**config.mk**
```make
export PLATFORM = sky130hd
export DESIGN_NAME = fraction_arithmetic_unit
export DESIGN_NICKNAME = d
export VERILOG_FILES = /design/src/rtl/core/fau_pkg.sv /design/src/rtl/core/fraction_arithmetic_unit.sv /design/src/rtl/core/fau_divider.sv /design/src/rtl/core/fau_datapath.sv /design/src/rtl/core/fau_ctrl.sv
export SDC_FILE = /design/constraint.sdc
export NUM_CORES = 2
export LEC_CHECK = 0
export ABC_AREA = 1
export BUFFER_PORTS_ARGS = -buffer_cell sky130_fd_sc_hd__buf_4
export CAP_MARGIN = 15
export CORE_MARGIN = 2
export CORE_UTILIZATION = 30
export DETAILED_ROUTE_END_ITERATION = 12
export PLACE_DENSITY = 0.4
export SLEW_MARGIN = 20
export SYNTH_ARGS = -nofsm -noshare
export SYNTH_HDL_FRONTEND = slang
export SYNTH_SLANG_ARGS = --single-unit
```
**constraint.sdc**
```tcl
create_clock -name clk -period 8.6 [get_ports clk]
set_input_delay 1.72 -clock clk [delete_from_list [all_inputs] [get_ports clk]]
set_output_delay 1.72 -clock clk [all_outputs]
set_load 0.005 [all_outputs]
```
**src/rtl/core/fau_pkg.sv**
```systemverilog
`default_nettype none
package fau_pkg;
	localparam int unsigned OperandWidthDefault = 16;
	localparam int unsigned ResNumWidth = 32;
	localparam int unsigned ResDenWidth = 31;

	typedef enum logic [2:0] {
		ACT_ADD = 3'd0,
		ACT_SUB = 3'd1,
		ACT_MUL = 3'd2,
		ACT_DIV = 3'd3,
		ACT_RED = 3'd4
	} action_t;

	typedef enum logic [3:0] {
		ST_IDLE,
		ST_MUL1,
		ST_MUL2,
		ST_FORM,
		ST_CHECK,
		ST_GCD,
		ST_QDIV_N,
		ST_QDIV_D,
		ST_DONE
	} state_t;

	typedef struct packed {
		logic load;
		logic mul1;
		logic mul2;
		logic form;
		logic gcd_start;
		logic div_start_n;
		logic div_start_d;
		logic out_load;
	} cmd_t;

	typedef struct packed {
		logic den_zero;
		logic num_zero;
		logic div_busy;
	} sts_t;
endpackage
`default_nettype wire

```
**src/rtl/core/fraction_arithmetic_unit.sv**
```systemverilog
// steps: load, mul1, mul2, form and check; a raw numerator or denominator of zero goes
//   straight to done, otherwise the euclid remainder steps run on the bit-serial divider,
//   DW = 2*OPERAND_WIDTH+2 bits wide, then numerator and denominator are divided by the gcd
// one transaction at a time: a new one is taken only once the last result is in the output register
// the finished result sits in an output register so a new transaction may enter
// reset: arst_n asynchronous, clears controller state and output valid
`default_nettype none
module fraction_arithmetic_unit import fau_pkg::*; #(
	parameter int unsigned OPERAND_WIDTH = OperandWidthDefault
) (
	input  wire logic                     clk,
	input  wire logic                     arst_n,
	input  wire logic                     in_valid,
	output logic                          in_ready,
	input  wire logic [2:0]               action,
	input  wire logic [OPERAND_WIDTH-1:0] a_num,
	input  wire logic [OPERAND_WIDTH-2:0] a_den,
	input  wire logic [OPERAND_WIDTH-1:0] b_num,
	input  wire logic [OPERAND_WIDTH-2:0] b_den,
	output logic                          out_valid,
	input  wire logic                     out_ready,
	output logic [ResNumWidth-1:0]        res_num,
	output logic [ResDenWidth-1:0]        res_den,
	output logic                          div_zero
);
	cmd_t cmd;
	sts_t sts;

	fau_ctrl u_ctrl (
		.clk      (clk),
		.arst_n   (arst_n),
		.in_valid (in_valid),
		.in_ready (in_ready),
		.out_valid(out_valid),
		.out_ready(out_ready),
		.sts      (sts),
		.cmd      (cmd)
	);

	fau_datapath #(.OPERAND_WIDTH(OPERAND_WIDTH)) u_dp (
		.clk     (clk),
		.arst_n  (arst_n),
		.cmd     (cmd),
		.sts     (sts),
		.action  (action),
		.a_num   (a_num),
		.a_den   (a_den),
		.b_num   (b_num),
		.b_den   (b_den),
		.res_num (res_num),
		.res_den (res_den),
		.div_zero(div_zero)
	);

	a_err_den: assert property (@(posedge clk) disable iff (!arst_n)
		out_valid && div_zero |-> res_den == '0 && res_num == '0)
		else $error("error result not zero");
	a_den_pos: assert property (@(posedge clk) disable iff (!arst_n)
		out_valid && !div_zero |-> res_den != '0)
		else $error("zero denominator without error");
	a_one_cmd: assert property (@(posedge clk) disable iff (!arst_n)
		$onehot0({cmd.load, cmd.mul1, cmd.mul2, cmd.form, cmd.out_load}))
		else $error("overlapping commands");
endmodule
`default_nettype wire

```
**src/rtl/core/fau_divider.sv**
```systemverilog
`default_nettype none
module fau_divider import fau_pkg::*; #(
	parameter int unsigned W = 64
) (
	input  wire logic         clk,
	input  wire logic         arst_n,
	input  wire logic         start,
	input  wire logic [W-1:0] dividend,
	input  wire logic [W-1:0] divisor,
	output logic              busy,
	output logic [W-1:0]      quotient,
	output logic [W-1:0]      remainder
);
	localparam int unsigned CW = $clog2(W + 1);

	logic [CW-1:0] cnt_q;
	logic [W-1:0]  quo_q;
	logic [W-1:0]  rem_q;
	logic [W-1:0]  dvs_q;
	logic [W:0]    trial;
	logic [W:0]    shifted;

	// restoring division, one quotient bit per cycle
	assign shifted = {rem_q, quo_q[W-1]};
	assign trial   = shifted - {1'b0, dvs_q};

	always_ff @(posedge clk or negedge arst_n) begin
		if (!arst_n) begin
			cnt_q <= '0;
		end else if (start) begin
			cnt_q <= CW'(W);
		end else if (cnt_q != '0) begin
			cnt_q <= cnt_q - 1'b1;
		end
	end

	always_ff @(posedge clk) begin
		if (start) begin
			quo_q <= dividend;
			rem_q <= '0;
			dvs_q <= divisor;
		end else if (cnt_q != '0) begin
			if (!trial[W]) begin
				rem_q <= trial[W-1:0];
				quo_q <= {quo_q[W-2:0], 1'b1};
			end else begin
				rem_q <= shifted[W-1:0];
				quo_q <= {quo_q[W-2:0], 1'b0};
			end
		end
	end

	assign busy      = (cnt_q != '0);
	assign quotient  = quo_q;
	assign remainder = rem_q;
endmodule
`default_nettype wire

```
**src/rtl/core/fau_datapath.sv**
```systemverilog
`default_nettype none
module fau_datapath import fau_pkg::*; #(
	parameter int unsigned OPERAND_WIDTH = OperandWidthDefault
) (
	input  wire logic                     clk,
	input  wire logic                     arst_n,
	input  wire cmd_t                     cmd,
	output sts_t                          sts,
	input  wire logic [2:0]               action,
	input  wire logic [OPERAND_WIDTH-1:0] a_num,
	input  wire logic [OPERAND_WIDTH-2:0] a_den,
	input  wire logic [OPERAND_WIDTH-1:0] b_num,
	input  wire logic [OPERAND_WIDTH-2:0] b_den,
	output logic [ResNumWidth-1:0]        res_num,
	output logic [ResDenWidth-1:0]        res_den,
	output logic                          div_zero
);
	localparam int unsigned OW = OPERAND_WIDTH;
	localparam int unsigned PW = 2 * OW + 1;
	localparam int unsigned MW = 2 * OW + 2;

	logic [2:0]             act_q;
	logic signed [OW-1:0]   an_q, bn_q;
	logic signed [OW:0]     ad_q, bd_q;
	logic signed [PW-1:0]   p1_q, p2_q, p3_q;
	logic signed [MW-1:0]   n_q, d_q;
	logic                   neg_q;
	logic [MW-1:0]          rn_q, rd_q, gx_q, gy_q;
	logic                   gcd_run_q;
	logic                   div_pend_q;
	logic                   gcd_issue;
	logic                   den_zero, num_zero;
	logic [MW-1:0]          div_a, div_b, quo, rem;
	logic                   div_busy, div_start;
	logic signed [OW:0]     ml_a, ml_b;
	logic signed [PW-1:0]   ml_p;
	logic signed [MW-1:0]   n_raw, d_raw;
	logic [MW-1:0]          rn_fix;

	// one shared multiplier for the mul1 and mul2 products; p1 is formed at load by its own multiply
	always_comb begin
		ml_a = {an_q[OW-1], an_q};
		ml_b = bd_q;
		if (cmd.mul1) begin
			ml_a = ad_q;
			ml_b = (action_t'(act_q) == ACT_DIV) ? {bn_q[OW-1], bn_q} : bd_q;
		end else if (cmd.mul2) begin
			ml_a = ad_q;
			ml_b = {bn_q[OW-1], bn_q};
			if (action_t'(act_q) == ACT_MUL) ml_a = {an_q[OW-1], an_q};
		end
	end
	assign ml_p = PW'(ml_a * ml_b);

	always_comb begin
		case (act_q)
			ACT_ADD: begin n_raw = MW'(p1_q) + MW'(p3_q); d_raw = MW'(p2_q); end
			ACT_SUB: begin n_raw = MW'(p1_q) - MW'(p3_q); d_raw = MW'(p2_q); end
			ACT_MUL: begin n_raw = MW'(p3_q); d_raw = MW'(p2_q); end
			ACT_DIV: begin n_raw = MW'(p1_q); d_raw = MW'(p2_q); end
			default: begin n_raw = MW'(an_q); d_raw = MW'(ad_q); end
		endcase
	end

	always_ff @(posedge clk) begin
		if (cmd.load) begin
			act_q <= action;
			an_q  <= a_num;
			ad_q  <= {1'b0, a_den};
			bn_q  <= b_num;
			bd_q  <= {1'b0, b_den};
		end
		if (cmd.load) p1_q <= PW'($signed(a_num) * $signed({1'b0, b_den}));
		if (cmd.mul1) p2_q <= ml_p;
		if (cmd.mul2) p3_q <= ml_p;
		if (cmd.form) begin
			n_q <= n_raw;
			d_q <= d_raw;
		end
	end

	// gcd by repeated remainder using the shared divider
	// div_pend_q marks a gcd remainder issued and not yet taken
	assign gcd_issue = gcd_run_q && !div_busy && !div_pend_q && gy_q != '0;
	assign div_start = cmd.gcd_start || gcd_issue || cmd.div_start_n || cmd.div_start_d;
	always_comb begin
		div_a = gx_q;
		div_b = gy_q;
		if (cmd.gcd_start) begin
			div_a = n_q[MW-1] ? -n_q : n_q;
			div_b = d_q[MW-1] ? -d_q : d_q;
		end else if (cmd.div_start_n) begin
			div_a = rn_q;
			div_b = gx_q;
		end else if (cmd.div_start_d) begin
			div_a = rd_q;
			div_b = gx_q;
		end
	end

	fau_divider #(.W(MW)) u_div (
		.clk      (clk),
		.arst_n   (arst_n),
		.start    (div_start),
		.dividend (div_a),
		.divisor  (div_b),
		.busy     (div_busy),
		.quotient (quo),
		.remainder(rem)
	);

	always_ff @(posedge clk or negedge arst_n) begin
		if (!arst_n) begin
			gcd_run_q  <= 1'b0;
			div_pend_q <= 1'b0;
		end else begin
			if (cmd.gcd_start || gcd_issue) div_pend_q <= 1'b1;
			else if (gcd_run_q && !div_busy && div_pend_q) div_pend_q <= 1'b0;
			if (cmd.gcd_start) gcd_run_q <= 1'b1;
			else if (gcd_run_q && !div_busy && !div_pend_q && gy_q == '0) gcd_run_q <= 1'b0;
		end
	end

	always_ff @(posedge clk) begin
		if (cmd.gcd_start) begin
			rn_q  <= n_q[MW-1] ? -n_q : n_q;
			rd_q  <= d_q[MW-1] ? -d_q : d_q;
			gx_q  <= n_q[MW-1] ? -n_q : n_q;
			gy_q  <= d_q[MW-1] ? -d_q : d_q;
			neg_q <= n_q[MW-1] ^ d_q[MW-1];
		end else if (gcd_run_q && !div_busy && div_pend_q) begin
			gx_q <= gy_q;
			gy_q <= rem;
		end
		if (cmd.div_start_d && !div_busy) rn_q <= quo;
	end

	always_comb begin
		den_zero = (d_q == '0);
		num_zero = (n_q == '0);
	end

	assign rn_fix = neg_q ? -rn_q : rn_q;

	always_ff @(posedge clk) begin
		if (cmd.out_load) begin
			if (den_zero) begin
				res_num  <= '0;
				res_den  <= '0;
				div_zero <= 1'b1;
			end else if (num_zero) begin
				res_num  <= '0;
				res_den  <= ResDenWidth'(1);
				div_zero <= 1'b0;
			end else begin
				res_num  <= ResNumWidth'(rn_fix);
				res_den  <= ResDenWidth'(quo);
				div_zero <= 1'b0;
			end
		end
	end

	assign sts.den_zero = den_zero;
	assign sts.num_zero = num_zero;
	assign sts.div_busy = div_busy || div_pend_q || gcd_run_q;
endmodule
`default_nettype wire

```
**src/rtl/core/fau_ctrl.sv**
```systemverilog
`default_nettype none
module fau_ctrl import fau_pkg::*; (
	input  wire logic clk,
	input  wire logic arst_n,
	input  wire logic in_valid,
	output logic      in_ready,
	output logic      out_valid,
	input  wire logic out_ready,
	input  wire sts_t sts,
	output cmd_t      cmd
);
	state_t state_q, state_d;
	logic   ov_q;

	always_ff @(posedge clk or negedge arst_n) begin
		if (!arst_n) begin
			state_q <= ST_IDLE;
			ov_q    <= 1'b0;
		end else begin
			state_q <= state_d;
			if (cmd.out_load) ov_q <= 1'b1;
			else if (out_ready) ov_q <= 1'b0;
		end
	end

	always_comb begin
		state_d  = state_q;
		cmd      = '0;
		in_ready = 1'b0;
		case (state_q)
			ST_IDLE: begin
				in_ready = 1'b1;
				if (in_valid) begin
					cmd.load = 1'b1;
					state_d  = ST_MUL1;
				end
			end
			ST_MUL1: begin cmd.mul1 = 1'b1; state_d = ST_MUL2; end
			ST_MUL2: begin cmd.mul2 = 1'b1; state_d = ST_FORM; end
			ST_FORM: begin cmd.form = 1'b1; state_d = ST_CHECK; end
			ST_CHECK: begin
				if (sts.den_zero || sts.num_zero) begin
					state_d = ST_DONE;
				end else begin
					cmd.gcd_start = 1'b1;
					state_d       = ST_GCD;
				end
			end
			ST_GCD: begin
				if (!sts.div_busy) begin
					cmd.div_start_n = 1'b1;
					state_d         = ST_QDIV_N;
				end
			end
			ST_QDIV_N: begin
				if (!sts.div_busy) begin
					cmd.div_start_d = 1'b1;
					state_d         = ST_QDIV_D;
				end
			end
			ST_QDIV_D: begin
				if (!sts.div_busy) state_d = ST_DONE;
			end
			ST_DONE: begin
				if (!ov_q || out_ready) begin
					cmd.out_load = 1'b1;
					state_d      = ST_IDLE;
				end
			end
			default: state_d = ST_IDLE;
		endcase
	end

	assign out_valid = ov_q;
endmodule
`default_nettype wire

```
==> flow_summary.json <==
{
  "port_buffers": 134,
  "cp_max_fo": 17,
  "fin_hold_ws_ns": 0.474,
  "required_ns": 9.00,
  "wirelength_microns": 180000,
  "worstPathCellList": "inv_1 -> nand2_1 -> o21ai_2 -> nand2_1 -> o21a_1 -> nor2_1 -> inv_1 -> fa_1 -> inv_1 -> fa_1 -> fa_1 -> fa_1 -> fa_1 -> fa_1 -> ha_1 -> a21oi_1 -> o21ai_0 -> a221oi_1 -> o21ai_0 -> o21ai_0 -> nand2_1",
  "seqCellArea_sq_um": 16000,
  "syn_nets": 7060,
  "dieArea_sq_um": 174000,
  "drt_iter0_markers": 2904,
  "clk_pin_slew_ns": 0.06,
  "period_minus_slack_ns": 7.82,
  "synth_area_sq_um": 51300,
  "cp_slowest_cell": "fa_1",
  "avgRoutedWirePerCell_microns": 21.0,
  "finalClockSkew_ns": 0.0542,
  "multi_input_area_sq_um": 29600,
  "dp.cells": 8430,
  "vias": 40312,
  "finalHoldViolCount": 0,
  "overflow": 0,
  "num-fill-cells": 18037,
  "synth_async_sr_flop_share_pct": 2.38,
  "post_cts_buffers": 0,
  "hpwlAfterDp_microns": 145000,
  "yosysTopAreaCell": "edfxtp_1",
  "layout_commonest_cell": "nand2_1",
  "drc": 0,
  "rows": 151,
  "ys_ff_latch": 546,
  "io_pins": 135,
  "cts_tree": "built",
  "ctsHoldBuffers": 0,
  "instances_no_fill": 8568,
  "start_kind": "register",
  "fp.dieH_microns": 418,
  "antenna_found_initial": 0,
  "fmax_ghz": 0.128,
  "yosysWarnings": 0,
  "first_pass_iters": 6,
  "setup_viol": 0,
  "core-area_sq_um": 170000,
  "maxCapViolations": 0,
  "synth.area.top_cells": "edfxtp_1 29%, fa_1 21%, nand2_1 11%, inv_1 9.3%, ha_1 5.8%",
  "synth_top_area_share_pct": 29.2,
  "numCtsBuffers": 73,
  "status": "completed",
  "cts.path.max_buffers": 3,
  "maxSlewHeadroom_pct": 26.4,
  "post-route-period-util_pct": 90.9,
  "synth_flop_cell": "edfxtp_1",
  "worstSetupPathType": "register to register",
  "setup_tns_ns": 0,
  "fin_nets": 7124,
  "slowest_delay_ns": 0.85,
  "grt_pass1_wl_microns": 270000,
  "crit_top_cell": "fa_1",
  "syn_inst": 6224,
  "tightest_slew_ns": 1.09,
  "synth.yosys.seq_area_share_pct": 31.1,
  "grt.total_usage_pct": 20.7,
  "die_x_microns": 418,
  "syn_to_final_growth_pct": 11.4,
  "initial_utilization_pct": 30.3,
  "slew_violations": 0,
  "postSynthAreaPerCell_sq_um": 8.25,
  "grt_max_degree": 122,
  "ant_nets": 0,
  "crit_path_end_kind": "register",
  "synth_edf_count": 499,
  "cts_root_buf": "clkbuf_16",
  "layout-drive-gt1-share_pct": 6.22,
  "rsz0062_at_grt": "no",
  "hp-class": "register to register",
  "crit_arrival_ns": 8.22,
  "worstSkewPairLatency_ns": 0.69,
  "htreeDepth": 3,
  "final_cell_mix": "1542 x nand2_1, 1277 x inv_1, 553 x nor2_1, 530 x fa_1, 499 x edfxtp_1",
  "synthDistinctLibCells": 58,
  "routabilityCongestion": 0.928,
  "grt_pass1_vias": 41752,
  "post_cts_resized": 0,
  "routed_via_density": 4.70,
  "numClockSinks": 546
}
==> cells in the mapped netlist (20+ instances only) <==
master / instances
nand2_1: 1545
inv_1: 1277
nor2_1: 557
fa_1: 530
edfxtp_1: 499
o21ai_0: 276
nand3_1: 261
ha_1: 237
a21oi_1: 176
xor2_1: 124
clkbuf_1: 106
xnor2_1: 67
o21ai_1: 57
nor3_1: 50
buf_2: 49
nand4_1: 48
dfxtp_1: 34
or2_2: 28
inv_2: 22
a21o_1: 20
a22oi_1: 20
==> flip-flops by register name, summed over array words and instances (netlist names), 31 cells and up <==
| name | cells |
|---|---|
| u_dp.d_q | 33 |
| u_dp.gx_q | 34 |
| u_dp.gy_q | 34 |
| u_dp.n_q | 34 |
| u_dp.p1_q | 32 |
| u_dp.p2_q | 33 |
| u_dp.p3_q | 33 |
| u_dp.rd_q | 34 |
| u_dp.res_den | 31 |
| u_dp.res_num | 32 |
| u_dp.rn_q | 34 |
| u_dp.u_div.dvs_q | 34 |
| u_dp.u_div.quotient | 34 |
| u_dp.u_div.remainder | 34 |
==> path summary, 6_finish.rpt <==
path                                              start                 endpoint  slack [ns]  cells after the start
worst min-delay path            u_dp.u_div.remainder[5]  u_dp.u_div.remainder[5]        0.47                      2
worst min register to register  u_dp.u_div.remainder[5]  u_dp.u_div.remainder[5]        0.47                      2
min in group asynchronous                        arst_n           u_dp.gcd_run_q        0.93                      1
max in group asynchronous                        arst_n        u_ctrl.state_q[1]        7.44                      1
worst max-delay path                  u_ctrl.state_q[0]            u_dp.p2_q[32]        0.78                     21
worst max register to register        u_ctrl.state_q[0]            u_dp.p2_q[32]        0.78                     21
==> through the flow <==
stage               setup WS [ns]  instance area [sq um]  util (%)
global placement            0.550                  54600      32.2
global route                0.113                  57200      33.7
detailed placement          0.480                  54600      32.2
floorplan                   0.831                  51400         -
CTS                         0.457                  57200      33.7
finish                      0.781                  57200      33.7
==> cell families (layout without fill, tap and decap cells) <==
logic type | count (synthesis) | after routing | share of synthesized area [%]
adder cells (fa/ha/maj) | 767 | 767 | 26.4
buffers and inverters | 1490 | 1615 | 11.3
AO/OA/AOI/OAI | 668 | 668 | 7.47
other | 1 | 2 | 0.00730
flip-flops | 546 | 546 | 31.1
XOR/XNOR | 191 | 191 | 3.26
AND/OR/NAND/NOR | 2559 | 2559 | 20.3
multiplexers | 2 | 2 | 0.0390
==> layout make-up <==
cell class                      count  share of cell area (%)
Sequential cell                   546                    28.0
Clock buffer                       94                    3.42
Timing Repair Buffer              178                    2.37
Antenna cell                        1                 0.00438
Multi-Input combinational cell   4188                    51.8
Inverter                         1301                    8.55
Tap cell                         2218                    4.85
Clock inverter                     42                    1.05
==> per-layer routing <==
layer / GRT usage (%) / wire [microns]
met1: 26.7 / 78600
met2: 36.5 / 89300
met3: 2.14 / 6410
met4: 5.86 / 5440
met5: 0 / 0
==> critical path, delay by kind of cell, from the launching register on <==
kind,cells,cell delay (ns)
AOI/OAI and AO/OA,7,2.41
adders and majority gates,7,3.76
buffers and inverters,3,0.35
DFF,1,0.40
and+or+nand+nor,4,0.59
Power is left out: the tool's default activity adds up to more than one toggle a clock period on the data nets, which glitch-free logic cannot reach.
